## src/hdl/mstm_pkg.sv

```systemverilog
// Package: constants, types and pitch helpers shared by the tone mixer.
`timescale 1ns / 1ps

package mstm_pkg;

   localparam int CHANNELS   = 4;
   localparam int WAVE_STEPS = 16;
   localparam int SEMITONES  = 12;
   localparam int STEP_W     = (WAVE_STEPS > 1) ? $clog2(WAVE_STEPS) : 1;

   localparam logic [7:0] SQUARE_LEVEL = 8'd42;
   localparam logic [3:0] SILENT_PITCH = 4'd15;

   // request kinds
   localparam logic [1:0] KIND_START  = 2'd0;
   localparam logic [1:0] KIND_CHANGE = 2'd1;
   localparam logic [1:0] KIND_TICK   = 2'd2;

   typedef struct packed {
      logic [3:0] semitone;
      logic [2:0] octave;
   } pitch_type;

   // note command broadcast to the cells
   typedef struct packed {
      logic      start;
      logic      change;
      logic      stop;
      pitch_type pitch;
   } cell_cmd_type;

   function automatic logic [9:0] tuning_word(input logic [3:0] semi);
      logic [9:0] w;
      case (semi)
         4'd0:    w = 10'd275;
         4'd1:    w = 10'd291;
         4'd2:    w = 10'd308;
         4'd3:    w = 10'd327;
         4'd4:    w = 10'd346;
         4'd5:    w = 10'd367;
         4'd6:    w = 10'd388;
         4'd7:    w = 10'd412;
         4'd8:    w = 10'd436;
         4'd9:    w = 10'd462;
         4'd10:   w = 10'd489;
         4'd11:   w = 10'd518;
         default: w = 10'd0;   // silent pitch codes
      endcase
      return w;
   endfunction

   // note / 12 via reciprocal multiply (exact for 0..127), octave saturates at 7
   function automatic pitch_type pitch_of(input logic signed [7:0] note);
      logic [14:0] prod;
      logic [3:0]  oct;
      logic [6:0]  rem;
      pitch_type   p;
      prod = 15'(note[6:0]) * 15'd171;
      oct  = prod[14:11];
      rem  = note[6:0] - 7'({3'd0, oct} * 7'd12);
      if (note[7]) begin
         p.semitone = SILENT_PITCH;
         p.octave   = 3'd0;
      end else begin
         p.semitone = rem[3:0];
         p.octave   = (oct > 4'd7) ? 3'd7 : oct[2:0];
      end
      return p;
   endfunction

endpackage

```

## src/hdl/mstm_cell.sv

```systemverilog
// One channel cell: holds a channel's state, adds its level to the passing mix.
`timescale 1ns / 1ps

module mstm_cell import mstm_pkg::*; (
   input  logic               clock,
   input  logic               reset,
   input  logic               sel,
   input  cell_cmd_type       cmd,
   input  logic [30:0]        wrap_amount,
   input  logic               tick_in,
   input  logic [7:0]         mix_in,
   output logic               tick_out,
   output logic [7:0]         mix_out
);

   logic [31:0]       acc_ff, acc_in;
   logic [STEP_W-1:0] step_ff, step_in;
   logic [3:0]        semi_ff, semi_in;
   logic [2:0]        oct_ff, oct_in;
   logic              active_ff, active_in;
   logic              tick_ff;
   logic [7:0]        mix_ff, mix_in_nxt;

   logic [16:0]       shifted;
   logic [31:0]       acc_sub;
   logic              wrapped;

   always_comb begin
      shifted = 17'(tuning_word(semi_ff)) << oct_ff;
      acc_sub = acc_ff - {16'd0, shifted[15:0]};
      wrapped = (acc_sub == 32'd0) || acc_sub[31];

      acc_in     = acc_ff;
      step_in    = step_ff;
      semi_in    = semi_ff;
      oct_in     = oct_ff;
      active_in  = active_ff;
      mix_in_nxt = mix_in;

      if (tick_in && active_ff) begin
         acc_in = acc_sub;
         if (wrapped) begin
            acc_in  = acc_sub + {1'b0, wrap_amount};
            step_in = (step_ff == STEP_W'(WAVE_STEPS - 1)) ? '0 : step_ff + 1'b1;
         end
         if (step_in >= STEP_W'(WAVE_STEPS / 2))
            mix_in_nxt = mix_in + SQUARE_LEVEL;
      end

      if (sel) begin
         if (cmd.start) begin
            acc_in    = {1'b0, wrap_amount};
            step_in   = '0;
            semi_in   = cmd.pitch.semitone;
            oct_in    = cmd.pitch.octave;
            active_in = 1'b1;
         end else if (cmd.change && cmd.stop) begin
            semi_in   = 4'd0;
            active_in = 1'b0;
         end else if (cmd.change) begin
            semi_in   = cmd.pitch.semitone;
            oct_in    = cmd.pitch.octave;
            active_in = 1'b1;
         end
      end
   end

   always_ff @(posedge clock) begin
      if (reset) begin
         acc_ff    <= '0;
         step_ff   <= '0;
         semi_ff   <= '0;
         oct_ff    <= '0;
         active_ff <= 1'b0;
         tick_ff   <= 1'b0;
      end else begin
         acc_ff    <= acc_in;
         step_ff   <= step_in;
         semi_ff   <= semi_in;
         oct_ff    <= oct_in;
         active_ff <= active_in;
         tick_ff   <= tick_in;
      end
   end

   always_ff @(posedge clock) begin
      mix_ff <= mix_in_nxt;
   end

   assign tick_out = tick_ff;
   assign mix_out  = mix_ff;

endmodule

```

## src/hdl/multichannel_square_tone_mixer_top.sv

```systemverilog
// Top level: request decode, chain of channel cells, result register and skid.
`timescale 1ns / 1ps
//
//  channel | dir | handshake             | payload
//  --------+-----+-----------------------+-------------------------------------------
//  req     | in  | req_tvalid/req_tready | tuser: kind; tdata: channel_sel, note_number
//  rsp     | out | rsp_tvalid/rsp_tready | tdata: mixed_sample
//  csr     | in  | csr_valid/csr_ready   | data: wrap_amount
//
//  Note requests (start/change) update the addressed cell at the accepting
//  edge. A tick walks the cell chain one channel per cycle, passed on by
//  each cell's tick register; its mix is registered in the output or skid
//  register once it leaves the last cell.
//  Requests are held off while a tick is in the chain or a result sits in skid.
//  One finished result may wait in the output register while new requests
//  are taken; a second lands in the skid register.
//  Synchronous active-high reset silences all channels, wrap_amount = 32768.

module multichannel_square_tone_mixer_top import mstm_pkg::*; (
   input  logic        clock,
   input  logic        reset,
   input  logic        req_tvalid,
   output logic        req_tready,
   input  logic [15:0] req_tdata,   // [1:0] channel_sel, [9:2] note_number, [15:10] zero
   input  logic [1:0]  req_tuser,   // [1:0] kind
   output logic        rsp_tvalid,
   input  logic        rsp_tready,
   output logic [7:0]  rsp_tdata,   // [7:0] mixed_sample
   input  logic        csr_valid,
   output logic        csr_ready,
   input  logic [31:0] csr_data     // [30:0] wrap_amount, [31] zero
);

   logic [30:0]  wrap_ff, wrap_in;
   logic         busy_ff, busy_in;
   logic         rsp_valid_ff, rsp_valid_in;
   logic [7:0]   rsp_data_ff, rsp_data_in;
   logic         pend_valid_ff, pend_valid_in;
   logic [7:0]   pend_data_ff, pend_data_in;

   logic         req_fire;
   logic [1:0]   kind;
   logic [1:0]   chan;
   logic signed [7:0] note;
   cell_cmd_type cmd;

   // tick token and partial mix along the chain; index 0 feeds the first cell
   logic [CHANNELS:0] tick_chain;
   logic [7:0]        mix_chain [CHANNELS+1];
   logic [CHANNELS-1:0] sel_vec;

   assign kind = req_tuser;
   assign chan = req_tdata[1:0];
   assign note = req_tdata[9:2];

   assign req_tready = !busy_ff && !pend_valid_ff;
   assign req_fire   = req_tvalid && req_tready;
   assign csr_ready  = 1'b1;

   always_comb begin
      cmd.start  = req_fire && (kind == KIND_START);
      cmd.change = req_fire && (kind == KIND_CHANGE);
      cmd.stop   = note[7];
      cmd.pitch  = pitch_of(note);
   end

   assign tick_chain[0] = req_fire && (kind == KIND_TICK);
   assign mix_chain[0]  = 8'd0;

   genvar i;
   generate
      for (i = 0; i < CHANNELS; i++) begin : g_cell
         // channel numbers past the last cell never match, so note requests to them are dropped
         assign sel_vec[i] = ({1'b0, chan} == 3'(i));

         mstm_cell u_cell (
            .clock       (clock),
            .reset       (reset),
            .sel         (sel_vec[i]),
            .cmd         (cmd),
            .wrap_amount (wrap_ff),
            .tick_in     (tick_chain[i]),
            .mix_in      (mix_chain[i]),
            .tick_out    (tick_chain[i+1]),
            .mix_out     (mix_chain[i+1])
         );
      end
   endgenerate

   always_comb begin
      wrap_in       = csr_valid ? csr_data[30:0] : wrap_ff;
      busy_in       = busy_ff;
      rsp_valid_in  = rsp_valid_ff;
      rsp_data_in   = rsp_data_ff;
      pend_valid_in = pend_valid_ff;
      pend_data_in  = pend_data_ff;

      if (tick_chain[0])
         busy_in = 1'b1;
      else if (tick_chain[CHANNELS])
         busy_in = 1'b0;

      if (tick_chain[CHANNELS]) begin
         if (!rsp_valid_ff || rsp_tready) begin
            rsp_valid_in = 1'b1;
            rsp_data_in  = mix_chain[CHANNELS];
         end else begin
            // output still occupied: park the result in the skid
            pend_valid_in = 1'b1;
            pend_data_in  = mix_chain[CHANNELS];
         end
      end else if (rsp_valid_ff && rsp_tready) begin
         rsp_valid_in  = pend_valid_ff;
         rsp_data_in   = pend_data_ff;
         pend_valid_in = 1'b0;
      end
   end

   always_ff @(posedge clock) begin
      if (reset) begin
         wrap_ff       <= 31'd32768;
         busy_ff       <= 1'b0;
         rsp_valid_ff  <= 1'b0;
         pend_valid_ff <= 1'b0;
      end else begin
         wrap_ff       <= wrap_in;
         busy_ff       <= busy_in;
         rsp_valid_ff  <= rsp_valid_in;
         pend_valid_ff <= pend_valid_in;
      end
   end

   always_ff @(posedge clock) begin
      rsp_data_ff  <= rsp_data_in;
      pend_data_ff <= pend_data_in;
   end

   assign rsp_tvalid = rsp_valid_ff;
   assign rsp_tdata  = rsp_data_ff;

   // at most one tick token travels the chain
   a_one_token: assert property (@(posedge clock) disable iff (reset)
      $onehot0(tick_chain[CHANNELS:1]))
      else $error("more than one tick in the cell chain");

   // a token in the chain implies the block is marked busy
   a_busy_cover: assert property (@(posedge clock) disable iff (reset)
      (tick_chain[CHANNELS:1] != '0) |-> busy_ff)
      else $error("tick in chain while not busy");

   // an accepted tick reaches the end of the chain, passed on by each cell's tick register
   a_latency: assert property (@(posedge clock) disable iff (reset)
      tick_chain[0] |-> ##CHANNELS tick_chain[CHANNELS])
      else $error("tick did not complete on time");

   // the skid only fills behind a waiting output
   a_skid: assert property (@(posedge clock) disable iff (reset)
      pend_valid_ff |-> rsp_valid_ff)
      else $error("skid holds data with output empty");

endmodule

```

## config.mk

```make
export PLATFORM = sky130hd
export DESIGN_NAME = multichannel_square_tone_mixer_top
export DESIGN_NICKNAME = d
export VERILOG_FILES = /design/src/hdl/mstm_pkg.sv /design/src/hdl/mstm_cell.sv /design/src/hdl/multichannel_square_tone_mixer_top.sv
export SDC_FILE = /design/constraint.sdc
export NUM_CORES = 1
export LEC_CHECK = 0
export BUFFER_PORTS_ARGS = -buffer_cell sky130_fd_sc_hd__buf_2
export CORE_MARGIN = 10
export CORE_UTILIZATION = 35
export CTS_BUF_LIST = sky130_fd_sc_hd__clkbuf_4
export DETAILED_ROUTE_END_ITERATION = 8
export GPL_TIMING_DRIVEN = 0
export PLACE_DENSITY = 0.47
export SYNTH_ARGS = -nofsm -noshare
export SYNTH_HDL_FRONTEND = slang
export SYNTH_SLANG_ARGS = --single-unit
```

## constraint.sdc

```tcl
create_clock -name clock -period 15.48 [get_ports clock]
set_clock_uncertainty 0.15 [all_clocks]
set_input_delay 1.548 -clock clock [delete_from_list [all_inputs] [get_ports clock]]
set_output_delay 1.548 -clock clock [all_outputs]
set_load 0.005 [all_outputs]
```

# Yosys cells after proc, flatten, opt, wreduce, memory -nomap -nowiden
# Memories as Yosys holds them, arrays and structs flattened. A register that Yosys moved wholly into a read port is not among the register bits.
# Index checks and enable logic that the tools add are counted.
# op_classes
add_sub_neg	16
n_mul	2
n_lt_le_gt_ge	5
n_eq_ne	12
n_shift	4
n_mux	77
n_bitwise	1
reduce_logical	40
# op_table
op	n
32-bit 2-to-1 mux	16
4-bit 2-to-1 mux	35
32-bit by 31-bit adder with 32-bit output	4
32-bit logical NOT	4
32-bit by 16-bit subtractor with 32-bit output	4
8-bit 2-to-1 mux	9
10-bit by 3-bit left shift with 16-bit output	4
8-bit by 6-bit adder with 8-bit output (second input constant)	3
4-bit by 1-bit adder with 4-bit output (second input constant)	4
4-bit equality test (second input constant)	4
4-bit >= comparator (second input constant)	4
7-bit by 8-bit multiplier with 15-bit output (second input constant)	1
2-bit AND reduction	7
3-bit 2-to-1 mux	4
3-bit AND reduction	4
1-bit logical AND	11
1-bit 2-to-1 mux	11
7-bit 2-to-1 mux	1
2-bit equality test (second input constant)	3
6-bit 2-to-1 mux	1
2-bit inequality test (second input constant)	3
2-bit nonzero test	3
1-bit logical OR	5
2-bit by 1-bit equality test with 1-bit output (second input constant)	2
7 further kinds	10
# totals
register_bits	262
mem_bits_ro	640
in_bits	55
out_inout_bits	11
wordCells	195
mem_count	4
# memory_table
memory	depth	width	read_ports	rd_ports_with_merged_regs	write_ports	line_no	rtl
(name not given)	16	10	1	1	0	mstm_pkg.sv:34	case (semi)
(name not given)	16	10	1	1	0	mstm_pkg.sv:34	
(name not given)	16	10	1	1	0	mstm_pkg.sv:34	
(name not given)	16	10	1	1	0	mstm_pkg.sv:34	

# Depth between registers and ports, before layout
# depth
word_depth	9
mapped_depth	27
depth_no_buf	26

# Modules after synthesis
# From an unflattened synthesis, not the netlist that was laid out.
# hier_totals
cells_unflattened	3674
hier_area_um2	29271.8
# by_module_without_submodules
mod	n_inst	cells_per_inst	area_per_inst_um2	seq_area_each_um2
mstm_cell (g_cell[2].u_cell ...)	2	857	6735.2	1261.2
mstm_cell (g_cell[0].u_cell)	1	850	6492.5	1261.2
mstm_cell (g_cell[1].u_cell)	1	832	6372.4	1261.2
multichannel_square_tone_mixer_top	1	278	2936.6	1161.1

# Worst setup path after synthesis
# Ideal clock, no wire load.
# synth_path
path_type	in2reg
startpoint	input req_tdata[6]
endpoint	register (tool-made name)
setup_ns	0.114
arrival_time_ns	6.000
required_time_ns	15.216
setup_slack_ns	9.216
stages	24
n_path_buf	0
path_cell_list	ha_1 > ha_1 > inv_1 > fa_1 > inv_1 > fa_1 > ha_1 > a21o_1 > a21o_1 > a21o_1 > a21oi_1 > o21bai_1 > a211oi_1 > a21oi_1 > ha_1 > xor2_1 > xnor2_1 > mux2_2 > nor2_1 > a21oi_1 > nor2_1 > o21ai_0 > a21oi_1 > a21o_1
# synth_lines
item	line_no	rtl
start, declared	multichannel_square_tone_mixer_top.sv:24	input logic [15:0] req_tdata,

# Worst setup path after layout
# layout_path
startpoint	register g_cell[1].u_cell.oct_ff[1]
endpoint	register g_cell[1].u_cell.acc_ff[31]
# layout_via
elab_chain_len	8
word_cells_on_any_way	9
classes_between	2 x add/sub; 1 x shift; 4 x mux; 2 x reduce/logical
# layout_lines
item	line_no	rtl
start, declared	mstm_cell.sv:19	logic [2:0] oct_ff, oct_in;
start signal, assigned	mstm_cell.sv:80	oct_ff <= oct_in;
10-bit by 3-bit left shift with 16-bit output (*)	mstm_cell.sv:29	shifted = 17'(tuning_word(semi_ff)) << oct_ff;
32-bit by 16-bit subtractor with 32-bit output (*)	mstm_cell.sv:30	acc_sub = acc_ff - {16'd0, shifted[15:0]};
parallel branches: the longest is 2 deep, another holds 32-bit by 31-bit adder with 32-bit output	--	
32-bit 2-to-1 mux (*)	mstm_cell.sv:42	if (wrapped) begin
32-bit 2-to-1 mux (*)	mstm_cell.sv:40	if (tick_in && active_ff) begin
32-bit 2-to-1 mux	mstm_cell.sv:51	if (cmd.start) begin
32-bit 2-to-1 mux (*)	mstm_cell.sv:50	if (sel) begin
end signal, assigned	mstm_cell.sv:77	acc_ff <= acc_in;
end, declared	mstm_cell.sv:16	logic [31:0] acc_ff, acc_in;
# Every way passes the cells marked *.
# A chain may end at the register's enable or synchronous reset.

==> results.yml <==
yosys:
  synth.yosys.seq_area_share_pct: 21.6
  synthesis.yosys.warnings: 0
  yosys.area_share.xor_xnor_pct: 6.65
  synth.top_cells.by_area: "dfxtp_1, ha_1, mux2i_1"
  yosys.area_share.simple_pct: 18.6
  yosys-mux-area-fraction_pct: 7.63
  synthesized_area_fraction_occupied_by_adder_cells_pct: 14.2
  synthArstFlopShare_pct: 0
  postSynthRegisterBits: 282
  postSynthCellCount: 3390
  combinational_family_with_the_most_area_after_synthesis: "compound AO/OA/AOI/OAI gates"
  postSynthNetCount: 3738
  largest_area_contributor_in_the_netlist: "dfxtp_1"
  post_synth_num_cell_types: 96
  synth_enable_flop_cells: 14
  share_of_the_synthesized_area_in_the_top_cell_type_pct: 20.1
  synth_most_common_cell: "nor2_1"
  complex_gate_fraction_of_the_synthesized_area_pct: 27.7
  synth.cells.most_frequent: "nor2_1, a21oi_1, ha_1"
  postSynth.topFlopCell: "dfxtp_1"
  post_synth_instance_area_um2: 26700
  synth.avg_cell_area_um2: 7.89
worst_setup_path:
  r2r_setup_slack_ns: 7.84
  worst-endpoint-required_ns: 16.09
  r2r_end: "g_cell[1].u_cell.acc_ff[31]"
  max_fanout_on_critical_path: 10
  cp.arrival_ns: 8.25
  setup.worst_path.class: "flip-flop to flip-flop"
  critPathLaunchType: "flip-flop"
  critPathSlowestCell: "o41ai_1"
  worst_path_largest_cell_delay_ns: 0.63
  critPathMostFrequentCell: "clkbuf_1"
  crit_path_end_kind: "flip-flop"
  worst_r2r_path_cells: 27
  startpoint_of_the_most_critical_register_to_register_path: "g_cell[1].u_cell.oct_ff[1]"
cells_and_area:
  post-route-util_pct: 38.7
  instances_no_fill: 4572
  multiInputGateArea_um2: 20000
  share_of_post_route_cells_with_drive_strength_above_1_pct: 7.49
  postLayoutCellArea_um2: 29300
  nets_final: 3875
  n_fill_cell: 7899
  area_delta_synth_final_pct: 9.73
  final-seq-area_um2: 5790
sta:
  setup_total_negative_slack_ns: 0
  finalWorstSetupSlack_ns: 7.84
  maxSlewHeadroom_pct: 13.1
  timing.final.setup_violations: 0
  period_needed_ns: 7.64
  final_worst_path_cycle_share_pct: 49.3
  slew_of_the_pin_with_the_lowest_slew_margin_ns: 1.30
  timing_hold_violations_final: 0
  holdWs_ns: 0.258
  slew_violations: 0
  achievable-frequency_mhz: 131
  grt_setup_unrepaired: "no"
global_routing:
  global_route.overflow_total: 0
  vias_in_the_first_global_route: 25900
  initial_antenna_violation_count: 10
  grt.total_usage_pct: 22.4
  pin_count_of_the_biggest_net_entering_global_routing: 14
  grt_first_pass_wirelength_um: 154000
placement:
  port_buffers: 52
  pre_cts_slack_ns: 7.96
  routability_driven_placement_congestion_ratio: 0.936
  hpwl_um: 77900
  post-place-cells: 4420
  dpl-instance-area_um2: 28200
worst_hold_path:
  number_of_instances_on_the_worst_hold_path: 1
  min-delay-start: "g_cell[2].u_cell.mix_out[7]"
  min_to: "g_cell[3].u_cell.mix_out[7]"
  hold_path_class: "flip-flop to flip-flop"
drt:
  postRouteWirelength_um: 101000
  detail_route.wl_per_cell_um: 22.1
  vias: 26800
  vias_per_cell: 5.86
  initialDrtViolationCount: 2045
  ant_nets: 0
  drt_drc_violations_left: 0
  first_pass_iters: 6
clocking:
  post_cts_hold_buffer_count: 0
  cts_made_buffers: 83
  ctsResizeCount: 0
  cts-htree-levels: 3
  clk_root_buf: "clkbuf_4"
  cts.clk_slew.worst_paths_ns: 0.07
  clock_latency_ns: 0.88
  cts_tree: "yes"
  tritoncts_num_sinks: 282
  longest_clk_path_bufs: 3
  postCtsSetupBuffers: 0
power_and_ir_drop:
  power.ir.vdd_worst_mv: 0.0444
  p_per_area_nw_per_um2: 89.2
  p_leak_nw: 12.5
  p_total_mw: 2.62
  comb_power_share_pct: 39.7
  intPower_mw: 1.57
  power.share.clock_pct: 29.8
  sequentialPowerShare_pct: 30.5
  switchingPower_mw: 1.05
  switching_share_pct: 40.2
job:
  timing.max_cap.violations: 0
die:
  std_cell_rows: 101
  floorplan.die_area_um2: 87900
  initial_utilization_pct: 35.3
  die_width_um: 296
  ios: 66
  die_h_um: 296
  core_area_um2: 75800
run_status:
  run_status: "complete, no violations"
-- worst max-delay path: cells and delay by family, from the launching register on --
| kind | cells | cell delay (ns) |
|---|---|---|
| AO/OA/AOI/OAI | 11 | 3.07 |
| XOR/XNOR | 1 | 0.44 |
| adder cells (fa/ha/maj) | 2 | 0.64 |
| buffers and inverters | 4 | 1.14 |
| flip-flops | 1 | 0.30 |
| multiplexers | 3 | 0.86 |
| AND/OR/NAND/NOR | 6 | 0.98 |
-- kinds of logic (layout without fill, tap and decap cells) --
group                      after synthesis  after routing
AOI/OAI and AO/OA                     1138           1138
other                                    2              5
muxes                                  200            200
xor gates and xnor gates               203            203
adders and majority gates              293            293
buffers and inverters                  251            452
and+or+nand+nor                       1021           1021
DFF                                    282            282
-- how the worst max path moves through the flow --
stage	start	endpoint	slack [ns]
detailed placement	g_cell[1].u_cell.oct_ff[1]	g_cell[1].u_cell.acc_ff[31]	7.96
global placement	g_cell[1].u_cell.oct_ff[1]	g_cell[1].u_cell.acc_ff[31]	8.04
floorplan	req_tdata[6]	flip-flop	9.22
finish	g_cell[1].u_cell.oct_ff[1]	g_cell[1].u_cell.acc_ff[31]	7.84
global route	g_cell[1].u_cell.oct_ff[1]	g_cell[1].u_cell.acc_ff[31]	7.33
CTS	g_cell[1].u_cell.oct_ff[1]	g_cell[1].u_cell.acc_ff[31]	7.94
-- power by group through the flow --
stage / Sequential (mW) / Clock [mW] / Combinational [mW]
floorplan: 0.780 / 0 / 0.770
global route: 0.798 / 0.844 / 1.16
global placement: 0.813 / 0 / 1.01
detailed placement: 0.813 / 0 / 1.02
finish: 0.797 / 0.780 / 1.04
CTS: 0.797 / 0.808 / 1.03
-- placed cells by master (no fill, tap or decap), types with 31 or more instances in the layout --
cell type  instances
clkbuf_4         113
a211oi_1          31
inv_1            105
a22oi_1           97
nand3_1           75
clkbuf_1         115
a31oi_1           37
a21o_1            97
nor2_1           338
o21ai_0          229
nor3_1            83
nand2_1          229
o21ai_1           48
xnor2_1          109
buf_2             62
a21oi_1          288
or3_1             45
o21a_1            43
dfxtp_1          268
xor2_1            94
mux2i_1          170
ha_1             276
-- final cells by class --
cell class / instances / share of cell area [%]
clock inverters: 36 / 0.874
repair buffers: 52 / 0.887
well taps: 978 / 4.17
diodes: 3 / 0.0256
inverters: 107 / 1.37
clock buffers: 113 / 2.89
flip-flops and latches: 282 / 19.7
plain buffers: 144 / 1.96
multi-input cells: 2857 / 68.1
-- per-layer routing --
layer / wire length, um / vias up / GRT usage (%)
met5: 77 / - / 0
met4: 2890 / 12 / 7.49
li1: - / 13000 / -
met1: 47500 / 12800 / 30.6
met3: 7180 / 166 / 4.78
met2: 43500 / 840 / 34.5
No activity file was read; power rests on OpenSTA's default activity.
